**config.mk**
```make
export PLATFORM = sky130hd
export DESIGN_NAME = cartridge_bank_mapper_with_cycle_irq
export DESIGN_NICKNAME = d
export VERILOG_FILES = /design/src/sv/cbm_pkg.sv /design/src/sv/cartridge_bank_mapper_with_cycle_irq.sv
export VERILOG_INCLUDE_DIRS = /design/src /design/src/sv
export SDC_FILE = /design/constraint.sdc
export NUM_CORES = 1
export LEC_CHECK = 0
export ABC_CLOCK_PERIOD_IN_PS = 5520
export BUFFER_PORTS_ARGS = -buffer_cell sky130_fd_sc_hd__buf_2
export CAP_MARGIN = 25
export CORE_UTILIZATION = 34
export DETAILED_ROUTE_END_ITERATION = 7
export HOLD_SLACK_MARGIN = 0.12
export SKIP_CTS_REPAIR_TIMING = 1
export SYNTH_ARGS = -nofsm -noshare
export SYNTH_HDL_FRONTEND = slang
export SYNTH_SLANG_ARGS = --single-unit
```
**constraint.sdc**
```tcl
create_clock -name clk -period 5.52 [get_ports clk]
set_input_delay 0.276 -clock clk [delete_from_list [all_inputs] [get_ports clk]]
set_output_delay 0.276 -clock clk [all_outputs]
set_load 0.01 [all_outputs]
```
**src/sv/assert_macros.svh**
```systemverilog
// Assertion macros shared by the mapper RTL.
// Needs a clock named clk and an active-low reset named rst_n in scope.
`ifndef ASSERT_MACROS_SVH
`define ASSERT_MACROS_SVH

// Implication checked on every rising clock edge outside reset.
`define ASSERT_CLK(lbl, prop, msg) \
    lbl: assert property (@(posedge clk) disable iff (!rst_n) (prop)) else $error(msg);

// Same check, also evaluated while reset is asserted.
`define ASSERT_ALWAYS(lbl, prop, msg) \
    lbl: assert property (@(posedge clk) (prop)) else $error(msg);

`endif

```
**src/sv/cbm_pkg.sv**
```systemverilog
// Types and constants for the cartridge bank mapper.
// No dependencies; imported by cartridge_bank_mapper_with_cycle_irq.
package cbm_pkg;

    localparam int PRG_BANK_BITS = 8;
    localparam int CHR_BANK_BITS = 5;

    localparam int ADDR_W  = 22;
    localparam int TIMER_W = 12;

    localparam logic [TIMER_W-1:0] TIMER_LOAD = 12'd4095;

    // Register window 0x6000-0x7FFF is the top three address bits 011
    localparam logic [2:0] REG_WIN_TOP = 3'b011;

    localparam logic [7:0] PAT_QUARTER_EN = 8'h80;
    localparam logic [7:0] PAT_HI_MASK    = 8'h1C;
    localparam logic [7:0] PAT_MASK       = 8'h1F;

    localparam logic [8:0] LINE_Q1_START = 9'd63;
    localparam logic [8:0] LINE_Q2_START = 9'd127;
    localparam logic [8:0] LINE_Q3_START = 9'd191;
    localparam logic [8:0] LINE_Q3_END   = 9'd240;

    typedef enum logic [1:0] {
        ACT_WRITE    = 2'd0,
        ACT_TICK     = 2'd1,
        ACT_CPU_READ = 2'd2,
        ACT_PPU_READ = 2'd3
    } cbm_action_t;

    typedef struct packed {
        cbm_action_t action;
        logic [15:0] cpu_addr;
        logic [7:0]  write_data;
        logic [7:0]  cycles;
        logic [8:0]  scanline;
        logic [13:0] ppu_addr;
    } cbm_in_t;

    typedef struct packed {
        logic              irq_line;
        logic [ADDR_W-1:0] mapped_addr;
        logic              addr_hit;
    } cbm_out_t;

    function automatic logic [1:0] scan_quarter(input logic [8:0] line);
        logic [1:0] q;
        if (line < LINE_Q1_START || line > LINE_Q3_END)
            q = 2'd0;
        else if (line < LINE_Q2_START)
            q = 2'd1;
        else if (line < LINE_Q3_START)
            q = 2'd2;
        else
            q = 2'd3;
        return q;
    endfunction

endpackage

```
**src/sv/cartridge_bank_mapper_with_cycle_irq.sv**
```systemverilog
// Cartridge bank mapper with CPU-cycle IRQ timer: input register, one pass of
// translate / state-update logic, result register. One result per item.
// Throughput: one item per cycle; only a stalled result register holds intake.
// Reset (rst_n low, async): bank registers, timer and IRQ clear to zero,
// both pipeline stages empty.
`include "assert_macros.svh"

module cartridge_bank_mapper_with_cycle_irq (
    input  logic             clk,
    input  logic             rst_n,
    input  logic             in_valid,
    output logic             in_stall,
    input  cbm_pkg::cbm_in_t in_data,
    output logic             out_valid,
    input  logic             out_stall,
    output cbm_pkg::cbm_out_t out_data
);
    import cbm_pkg::*;

    logic               in_valid_reg;
    cbm_in_t            in_reg;
    logic               out_valid_reg;
    cbm_out_t           out_reg;
    cbm_out_t           out_next;

    logic [7:0]         program_bank_reg, program_bank_next;
    logic [7:0]         pattern_bank_reg, pattern_bank_next;
    logic [TIMER_W-1:0] cycle_timer_reg,  cycle_timer_next;
    logic               irq_pending_reg,  irq_pending_next;

    logic               advance;
    logic               fire;
    logic [PRG_BANK_BITS-1:0] cpu_rom_bank;
    logic [7:0]         ppu_bank_raw;
    logic [CHR_BANK_BITS-1:0] ppu_rom_bank;
    logic [TIMER_W-1:0] tick_cycles;

    // Result register can take a new item when empty or being drained
    assign advance  = !out_valid_reg || !out_stall;
    assign fire     = in_valid_reg && advance;
    assign in_stall = in_valid_reg && !advance;

    assign out_valid = out_valid_reg;
    assign out_data  = out_reg;

    assign tick_cycles = TIMER_W'(in_reg.cycles);

    always_comb
    begin
        program_bank_next = program_bank_reg;
        pattern_bank_next = pattern_bank_reg;
        cycle_timer_next  = cycle_timer_reg;
        irq_pending_next  = irq_pending_reg;
        out_next.mapped_addr = '0;
        out_next.addr_hit    = 1'b0;
        cpu_rom_bank  = '1;
        ppu_bank_raw  = '1;
        ppu_rom_bank  = '1;

        unique case (in_reg.action)
            ACT_WRITE:
            begin
                if (in_reg.cpu_addr[15:13] == REG_WIN_TOP) begin
                    if (!in_reg.cpu_addr[0]) begin
                        program_bank_next = in_reg.write_data;
                        irq_pending_next  = 1'b0;
                        if (in_reg.write_data[7])
                            cycle_timer_next = TIMER_LOAD;
                    end
                    else begin
                        pattern_bank_next = in_reg.write_data;
                    end
                end
            end
            ACT_TICK:
            begin
                if (cycle_timer_reg != '0 && tick_cycles != '0) begin
                    if (cycle_timer_reg <= tick_cycles) begin
                        cycle_timer_next = '0;
                        irq_pending_next = 1'b1;
                    end
                    else begin
                        cycle_timer_next = cycle_timer_reg - tick_cycles;
                    end
                end
            end
            ACT_CPU_READ:
            begin
                if (in_reg.cpu_addr[15]) begin
                    // Upper 16K window is fixed to the last bank
                    if (!in_reg.cpu_addr[14])
                        cpu_rom_bank = program_bank_reg[PRG_BANK_BITS-1:0];
                    out_next.mapped_addr = ADDR_W'({cpu_rom_bank, in_reg.cpu_addr[13:0]});
                    out_next.addr_hit    = 1'b1;
                end
            end
            ACT_PPU_READ:
            begin
                if (in_reg.ppu_addr[13] == 1'b0) begin
                    if (!in_reg.ppu_addr[12]) begin
                        if ((pattern_bank_reg & PAT_QUARTER_EN) != '0)
                            ppu_bank_raw = (pattern_bank_reg & PAT_HI_MASK)
                                         | {6'd0, scan_quarter(in_reg.scanline)};
                        else
                            ppu_bank_raw = pattern_bank_reg & PAT_MASK;
                        ppu_rom_bank = ppu_bank_raw[CHR_BANK_BITS-1:0];
                    end
                    out_next.mapped_addr = ADDR_W'({ppu_rom_bank, in_reg.ppu_addr[11:0]});
                    out_next.addr_hit    = 1'b1;
                end
            end
            default:
            begin
            end
        endcase

        out_next.irq_line = irq_pending_next;
    end

    always_ff @(posedge clk or negedge rst_n)
    begin
        if (!rst_n) begin
            in_valid_reg     <= 1'b0;
            out_valid_reg    <= 1'b0;
            program_bank_reg <= '0;
            pattern_bank_reg <= '0;
            cycle_timer_reg  <= '0;
            irq_pending_reg  <= 1'b0;
        end
        else begin
            if (!in_stall)
                in_valid_reg <= in_valid;
            if (advance)
                out_valid_reg <= in_valid_reg;
            if (fire) begin
                program_bank_reg <= program_bank_next;
                pattern_bank_reg <= pattern_bank_next;
                cycle_timer_reg  <= cycle_timer_next;
                irq_pending_reg  <= irq_pending_next;
            end
        end
    end

    // Payload registers, no reset
    always_ff @(posedge clk)
    begin
        if (!in_stall && in_valid)
            in_reg <= in_data;
        if (fire)
            out_reg <= out_next;
    end

    `ASSERT_ALWAYS(a_stall_needs_item, in_stall |-> in_valid_reg, "stall with empty input register")
    `ASSERT_CLK(a_irq_timer_zero, irq_pending_reg |-> cycle_timer_reg == '0, "irq pending with live timer")
    `ASSERT_CLK(a_miss_zero_addr, (out_valid_reg && !out_reg.addr_hit) |-> out_reg.mapped_addr == '0, "unmapped result carries address")
    `ASSERT_CLK(a_state_hold, !fire |=> $stable(program_bank_reg) && $stable(pattern_bank_reg) && $stable(cycle_timer_reg), "bank state moved without a transfer")
    `ASSERT_CLK(a_irq_matches_state, fire |=> out_reg.irq_line == irq_pending_reg, "result irq differs from state")

endmodule
```
==> results of run 1 <==
-- placed cells by master (no fill, tap or decap), drive strengths merged, types with 4 or more instances in the layout --
master | Yosys | routed
nand3 | 7 | 7
nor3 | 5 | 5
o221a | 6 | 6
edfxtp | 81 | 81
buf | 5 | 89
dlygate4sd3 | 0 | 56
ha | 8 | 8
a21oi | 7 | 7
o21a | 5 | 5
nor2 | 9 | 9
a22o | 14 | 14
clkbuf | 5 | 9
inv | 19 | 24
dfrtp | 29 | 29
o21ai | 11 | 11
nand4 | 7 | 7
nand2 | 16 | 16
o2111a | 4 | 4
mux2 | 14 | 14
nor4 | 8 | 8
-- worst paths after layout --
path / from / to / slack [ns] / cells past startpoint
min in group asynchronous: rst_n / cycle_timer_reg[4] / 0.50 / 2
hold / removal: in_data[24] / in_reg[24] / 0.13 / 1
setup / recovery: cycle_timer_reg[0] / cycle_timer_reg[11] / 3.09 / 9
max in group asynchronous: rst_n / program_bank_reg[0] / 4.58 / 2
setup reg to reg: cycle_timer_reg[0] / cycle_timer_reg[11] / 3.09 / 9
hold reg to reg: in_valid_reg / out_valid / 0.48 / 1
-- layout make-up --
class / instances / area, um2 / area share (%)
sequential: 110 / 3160 / 52.2
inverter: 19 / 71.3 / 1.18
clock inverter: 7 / 109 / 1.80
tap: 176 / 220 / 3.64
multi-input combinational: 160 / 1250 / 20.6
clock buffer: 9 / 225 / 3.72
timing repair buffer: 145 / 1020 / 16.9
-- cell families after synthesis --
group	synth area share, %
xor+xnor	0.765
flops	68.9
mux	3.66
compound gates	11.7
simple gates	8.44
fa+ha+maj	2.62
buf+inv	3.90
-- worst max-delay path, delay by kind of cell (launching register included) --
family	cells	cell delay, ns
adders and majority gates	2	0.55
buffers and inverters	2	0.11
AOI/OAI and AO/OA	4	0.88
DFF	1	0.40
and+or+nand+nor	1	0.36
-- metrics by stage --
stage | worst slack, ns | std cells | cell area [um2]
after global placement | 3.20 | 553 | 5140
final | 3.09 | 626 | 6050
after detailed placement | 3.12 | 554 | 5160
after CTS | 3.11 | 570 | 5490
after global routing | 2.90 | 626 | 6050
after floorplan | 3.18 | 300 | 4580
-- routing by layer --
metal  wire, um  vias up  part of all wire, %
met3        419       16                  4.4
met1       4320     1432                   45
li1           -     1459                    -
met5          0        -                    0
met4        278        0                  2.9
met2       4510       85                   47
-- report_power, final --
group          internal [uW]  switching (uW)
sequential              1000            79.4
clock                    409             313
combinational            230             235
total                   1640             627
==> results_dict.tcl, run 1 <==
set metrics [dict create \
    final_nets 515 \
    vias 2992 \
    end_kind "flip-flop" \
    crit_path_frequent_cell "inv_1" \
    finalClockSkew_ns 0.00831 \
    routed_wirelength_um 9530 \
    synth-seq-area-share_pct 68.9 \
    synth_nets 370 \
    relSlewSlack_pct 35.5 \
    synth_edf_count 81 \
    firstDrtPassIters 4 \
    grt-busiest-layer "met2" \
    port_buffers 86 \
    p_leak_uw 0.00246 \
    cp.arrival_ns 2.67 \
    crit_required_ns 5.76 \
    finalHoldViolCount 0 \
    tightest_slew_ns 0.967 \
    path_cells "inv_1 -> ha_1 -> inv_1 -> fa_1 -> a21oi_1 -> o22ai_1 -> o2111ai_1 -> nand4_2 -> o2111a_1" \
    grt_max_degree 58 \
    synth_area_mm2 0.00458 \
    fmax_mhz 412 \
    rsz0062_at_grt "false" \
    grt_first_pass_wirelength_um 15100 \
    critical_path_class "reg -> reg" \
    ys_ff_latch 110 \
    nFillCells 1181 \
    gr-usage-met3_pct 3.73 \
    areaGrowthSynthToFinish_pct 32.1 \
    cp_slowest_stage_delay_ns 0.41 \
    grt_util_met2_pct 22.5 \
    maxCapViolCount 0 \
    grt_pass1_vias 2961 \
    cts_num_sinks 110 \
    finalCritPeriodShare_pct 43.9 \
    gr-total-overflow 0 \
    largest_register_ffs 57 \
    cts_made_buffers 9 \
    die_y_um 118 \
    placement_rows 42 \
    cts_max_path_buffers 2 \
    fin_util_pct 45.9 \
    slowest_stage "fa_1" \
    gr-usage-met1_pct 18.2 \
    viasPerCell 4.78 \
    outcome "completed" \
    drc 0 \
    synth_cell_types 59 \
    antenna_found_initial 0 \
    die_w_um 118 \
    syn_avg_cell_area_um2 15.3 \
    grt_usage_pct 14.3 \
    core_mm2 0.0132 \
    clock_latency_ns 0.36 \
    synth_area_leaders "edfxtp_1 53%, dfrtp_1 16%, mux2_2 3.4%" \
    cellPowerDensity_mw_per_mm2 375 \
    io_pins 87 \
    hold_class "in -> reg" \
    drive_above_1_share_pct 29.8 \
    wl_per_cell_um 15.2 \
    cts_tree "built" \
    drtIter0Drc 179 \
    synth_top_area_share_pct 53.1 \
    synth_cells 300 \
    crit_fanout 13 \
    synth_ff_type "edfxtp_1" \
    min_period_ns 2.43 \
    root_buffer "clkbuf_16" \
    setup-violations-final 0 \
    start_util_pct 34.7 \
    power_uw 2270 \
    yosysTopAreaCell "edfxtp_1" \
    drv_slew 0 \
    ant_nets 0 \
    antenna_cells 0 \
    die_area_mm2 0.0139 \
    yosysWarnings 0 \
    yosysMostFrequentCell "edfxtp_1" \
    fin_hold_ws_ns 0.126 \
    tns_ns 0 \
    synthArstFlopShare_pct 26.4 \
    place_congestion 0.850 \
    htreeDepth 3 \
    critPathLaunchType "flip-flop" \
    hpwl_um 6350 \
    synth_common_cells "81 x edfxtp_1, 29 x dfrtp_1, 19 x inv_1, 16 x nand2_1" \
    ir_drop_mv 0.192 \
    clkTransAtPathRegs_ns 0.07 \
]
No activity file was read; power rests on OpenSTA's default activity.
==> run 2, diff against run 1 <==
Settings changed: ABC_AREA from default to 1, ABC_CLOCK_PERIOD_IN_PS 5520 to 2200.
Clock period 5.52 ns to 2.2 ns, I/O delays scaled along.
==> run 2 against run 1 <==
  * Hold slack better by 0.23 ns
  * Clock power up 140%
  * Routed wire length up 12%
  * Critical path depth up 5
  * Critical path type unchanged
  * Largest power group unchanged
==> results_dict.tcl, run 2 <==
set metrics [dict create \
    outcome "completed" \
    fin_hold_ws_ns 0.360 \
    ir_drop_mv 0.452 \
    crit_fanout 6 \
    hold_class "in -> async" \
    r2r_cells 14 \
    start_util_pct 35.3 \
    critical_path_class "reg -> reg" \
    rsz0062_at_grt "false" \
    die_w_um 120 \
    tns_ns 0 \
    synth_cells 441 \
    cts_max_path_buffers 2 \
    finalCritPeriodShare_pct 91.9 \
    grt_pass1_vias 3291 \
    place_congestion 0.890 \
    hpwl_um 7140 \
    wl_per_cell_um 13.6 \
    crit_start "cycle_timer_reg[0]" \
    areaGrowthSynthToFinish_pct 34.1 \
    slowest_stage "fa_1" \
    min_period_ns 2.02 \
    syn_avg_cell_area_um2 10.8 \
    io_pins 87 \
    clkTransAtPathRegs_ns 0.07 \
    placed_cells 703 \
    synth_nets 511 \
    final_nets 669 \
    port_buffers 86 \
    antenna_cells 0 \
    cp.arrival_ns 2.26 \
    grt_max_degree 30 \
    die_area_mm2 0.0145 \
    dpl_cell_area_mm2 0.00545 \
    power_uw 5880 \
    crit_required_ns 2.44 \
    switching_power_uw 1750 \
    cp_slowest_stage_delay_ns 0.42 \
    fin_area_mm2 0.00638 \
    synth_top_area_share_pct 51.2 \
    grt_first_pass_wirelength_um 15900 \
    grt_usage_pct 14.5 \
    cellPowerDensity_mw_per_mm2 923 \
    r2r-start "cycle_timer_reg[0]" \
    firstDrtPassIters 4 \
    relSlewSlack_pct 52.2 \
    end_kind "flip-flop" \
    largest_register_ffs 57 \
    htreeDepth 3 \
    finalHoldViolCount 0 \
    yosysWarnings 0 \
    die_y_um 120 \
    synth_common_cells "112 x nand2_1, 81 x edfxtp_1, 65 x inv_1, 29 x dfrtp_1, 29 x nor2_1" \
    synth_area_mm2 0.00475 \
    critPathLaunchType "flip-flop" \
    intPower_uw 4130 \
    synth_ff_type "edfxtp_1" \
    tightest_slew_ns 0.717 \
    final_cell_mix "111 x nand2_1, 86 x buf_2, 81 x edfxtp_1" \
    core_mm2 0.0135 \
    synth_area_leaders "edfxtp_1 51%, dfrtp_1 15%, nand2_1 8.8%" \
    antenna_found_initial 0 \
    cp_num_buf_inv 4 \
    root_buffer "clkbuf_16" \
    ant_nets 0 \
    placement_rows 42 \
    yosysMostFrequentCell "nand2_1" \
    stdcell_count 780 \
    setup-violations-final 0 \
    path_cells "inv_1 -> ha_1 -> inv_1 -> fa_1 -> nand3_1 -> nand2_1 -> nand2_2 -> nand2_2 -> nand2_2 -> nand2_4 -> inv_4 -> o21ai_2 -> nand2_1 -> inv_1" \
    cts_num_sinks 110 \
    synth_cell_types 29 \
    drc 0 \
    gr-total-overflow 0 \
    viasPerCell 4.51 \
    cts_made_buffers 9 \
    synthArstFlopShare_pct 26.4 \
    pwr-share-seq_pct 45.9 \
    fmax_mhz 495 \
    power_frac_comb_pct 24.9 \
    finalClockSkew_ns 0.00845 \
    switching_share_pct 29.8 \
    p_clk_share_pct 29.2 \
    drive_above_1_share_pct 22.0 \
    synth-seq-area-share_pct 66.4 \
    drtIter0Drc 138 \
    p_leak_uw 0.00289 \
    synth_edf_count 81 \
    final_common_cell "nand2_1" \
    cts_tree "built" \
    drv_slew 0 \
    cpLargestDelayFamily "simple AND/OR/NAND/NOR gates" \
    ys_ff_latch 110 \
    clock_latency_ns 0.35 \
    yosysTopAreaCell "edfxtp_1" \
    vias 3520 \
    path_depth 14 \
    maxCapViolCount 0 \
    routed_wirelength_um 10600 \
]
run 2: cell count changes after synthesis, sizes merged, moves of 5 or more:
cell   before  now
o21a        5    0
nor4        8    0
nand3       7   27
o221a       6    0
inv        19   67
a21oi       7   15
mux2       14    2
nand2      16  117
nor2        9   32
o21ai      11   24
run 2: cell type report:
class,instances,area [um2]
repair buffers,154,1120
fillers,1269,7080
well taps,176,220
inverters,67,258
clock inverters,6,83.8
flip-flops and latches,110,3160
clock buffers,10,229
multi-input cells,257,1310
run 2: through the flow:
step	util [%]	worst slack, ns
6_report	47.4	0.179
5_1_grt	47.4	0.0122
4_1_cts	42.8	0.0544
3_5_place_dp	40.5	0.0637
3_3_place_gp	40.5	0.191
2_1_floorplan	-	0.123
run 2: power groups by stage:
stage,registers (uW),logic [uW],clock network [uW]
6_report,2700,1470,1720
5_1_grt,2730,1670,1840
4_1_cts,2700,1370,1750
3_5_place_dp,2740,1360,0
3_3_place_gp,2730,1320,0
2_1_floorplan,2720,975,0
run 2: logic make-up (layout without fill, tap and decap cells):
logic type                 Yosys count  after routing  share of synthesized area, %
and+or+nand+nor                    193            194                          17.4
muxes                                2              2                         0.474
DFF                                110            110                          66.4
adders and majority gates            9              9                          2.53
AOI/OAI and AO/OA                   50             50                          6.45
xor gates and xnor gates             2              2                         0.368
buffers and inverters               75            237                          6.37
run 2: metal layers:
metal / vias to the layer above / global-route usage [%] / routed length (um)
met3: 18 / 3.35 / 397
li1: 1776 / - / -
met4: 0 / 6.02 / 225
met1: 1647 / 17.7 / 4560
met2: 79 / 24.6 / 5440
met5: - / 0 / 0
run 2: worst paths after layout:
kind | endpoint | slack (ns)
setup / recovery | cycle_timer_reg[0] | 0.18
hold / removal | cycle_timer_reg[5] | 0.36
setup reg to reg | cycle_timer_reg[0] | 0.18
hold reg to reg | program_bank_reg[2] | 0.49
max in group asynchronous | cycle_timer_reg[10] | 1.37
min in group clk | in_reg[35] | 0.47
run 2: worst reg2reg max path, cell delays in order (launching register included):
cell	delay, ns
dfrtp_1	0.37
inv_1	0.07
ha_1	0.14
inv_1	0.07
fa_1	0.42
nand3_1	0.09
nand2_1	0.11
nand2_2	0.12
nand2_2	0.07
nand2_2	0.10
nand2_4	0.11
inv_4	0.11
o21ai_2	0.05
nand2_1	0.06
inv_1	0.04
==> run 3, diff against run 2 <==
--- a/config.mk
+++ b/config.mk
@@ -8,5 +8,5 @@
 export LEC_CHECK = 0
 export ABC_AREA = 1
-export ABC_CLOCK_PERIOD_IN_PS = 2200
+export ABC_CLOCK_PERIOD_IN_PS = 1900
 export BUFFER_PORTS_ARGS = -buffer_cell sky130_fd_sc_hd__buf_2
 export CAP_MARGIN = 25
==> constraint.sdc (replaced) <==
create_clock -name clk -period 1.9 [get_ports clk]
set_input_delay 0.38 -clock clk [delete_from_list [all_inputs] [get_ports clk]]
set_output_delay 0.38 -clock clk [all_outputs]
set_load 0.01 [all_outputs]
==> run 3 against run 2 <==
  * Critical path depth is the same
  * Sequential cell count is the same
  * Sequential share of layout area grew 3.6 points
  * Largest power group unchanged
  * Largest cell class unchanged
  * Setup slack lost 0.13 ns
  * Maximum frequency grew 9.2%
  * Critical path type unchanged
==> results_dict.tcl, run 3 (synthesis gave the netlist of run 2 again) <==
set metrics [dict create \
    relSlewSlack_pct 53.2 \
    grt_max_degree 58 \
    critPathLaunchType "flip-flop" \
    fmax_mhz 540 \
    port_buffers 86 \
    vias 3327 \
    grt_pass1_vias 3260 \
    viasPerCell 4.55 \
    cts_max_path_buffers 2 \
    htreeDepth 3 \
    p_leak_uw 0.00271 \
    root_buffer "clkbuf_16" \
    final_common_cell "nand2_1" \
    nFillCells 1286 \
    die_w_um 120 \
    ir_drop_mv 0.689 \
    antenna_found_initial 0 \
    drv_slew 0 \
    cts_tree "built" \
    seqCellArea_mm2 0.00316 \
    power_uw 6800 \
    antenna_cells 0 \
    firstDrtPassIters 4 \
    wl_per_cell_um 13.2 \
    cellPowerDensity_mw_per_mm2 1140 \
    die_area_mm2 0.0145 \
    routed_wirelength_um 9650 \
    core_mm2 0.0135 \
    die_y_um 120 \
    largest_register_ffs 57 \
    place_congestion 0.857 \
    drc 0 \
    cts_num_sinks 110 \
    grt_usage_pct 14.1 \
    tightest_slew_ns 0.702 \
    hold_class "in -> reg" \
    crit_required_ns 2.15 \
    final_cell_mix "108 x nand2_1, 86 x buf_2, 81 x edfxtp_1" \
    outcome "completed" \
    ant_nets 0 \
    fin_hold_ws_ns 0.198 \
    areaGrowthSynthToFinish_pct 25.0 \
    drive_above_1_share_pct 29.3 \
    critical_path_class "reg -> reg" \
    drtIter0Drc 183 \
    final_nets 621 \
    crit_fanout 6 \
    clkTransAtPathRegs_ns 0.08 \
    start_util_pct 35.3 \
    setup-violations-final 0 \
    placement_rows 42 \
    clock_latency_ns 0.35 \
    min_period_ns 1.85 \
    end_kind "flip-flop" \
    cp.arrival_ns 2.10 \
    grt_first_pass_wirelength_um 15500 \
    gr-total-overflow 0 \
    cts_made_buffers 9 \
    dpl_cell_area_mm2 0.00552 \
    hpwl_um 6960 \
    maxCapViolCount 0 \
    finalHoldViolCount 0 \
    multi_input_comb_area_mm2 0.00142 \
    fin_area_mm2 0.00594 \
    finalClockSkew_ns 0.00943 \
    rsz0062_at_grt "true" \
    io_pins 87 \
    finalCritPeriodShare_pct 97.4 \
]
[run 3: cell types whose count changed in the layout (fill, tap and decap cells not counted), sizes merged]
| cell | delta |
|---|---|
| inv | +1 |
| dlygate4sd3 | -59 |
| buf | +11 |
| clkinv | -2 |
| clkinvlp | +3 |
| bufinv | -2 |
[run 3: area by class of cell]
type / instances / share of cell area [%]
multi-input cells: 257 / 23.9
flip-flops and latches: 110 / 53.1
repair buffers: 106 / 10.0
well taps: 176 / 3.71
clock inverters: 6 / 0.990
clock buffers: 10 / 3.85
inverters: 67 / 4.38
[run 3: metal layers]
metal  part of all wire, %  global-route usage, %  routed length, um
met2                    51                   24.3               4900
met5                     0                      0                  0
met3                   4.3                   4.53                418
met4                   1.3                   4.48                122
met1                    44                   16.7               4220
[run 3: critical path: stages (launching register included)]
cell and delay (ns):
dfrtp_1 0.39, inv_2 0.08, ha_4 0.12, inv_2 0.04, fa_2 0.38, nand3_2 0.07, nand2_2 0.06, nand2_2 0.07
nand2_2 0.07, nand2_4 0.12, nand2_8 0.10, inv_6 0.09, o21ai_2 0.05, nand2_1 0.06, inv_1 0.04
[run 3: final timing paths]
check	endpoint	cells after the start	slack [ns]	from
worst max-delay path	cycle_timer_reg[0]	14	0.05	cycle_timer_reg[0]
worst max register to register	cycle_timer_reg[0]	14	0.05	cycle_timer_reg[0]
max in group asynchronous	program_bank_reg[1]	2	0.82	rst_n
worst min register to register	pattern_bank_reg[7]	2	0.49	pattern_bank_reg[7]
worst min-delay path	in_reg[45]	1	0.20	in_data[45]
min in group asynchronous	cycle_timer_reg[4]	2	0.61	rst_n
[run 3: metrics by stage]
stage	util (%)	setup TNS (ns)	cells	setup WS, ns
floorplan	-	-3.35	441	-0.0587
global placement	41.0	-0.0112	712	-0.0112
detailed placement	41.0	-0.685	712	-0.0806
CTS	43.2	-0.688	728	-0.0887
global route	44.2	-1.01	732	-0.0993
finish	44.2	0	732	0.0485
[run 3: power by group]
part,switching (uW),internal (uW)
combinational,1090,793
sequential,185,2940
clock,875,915
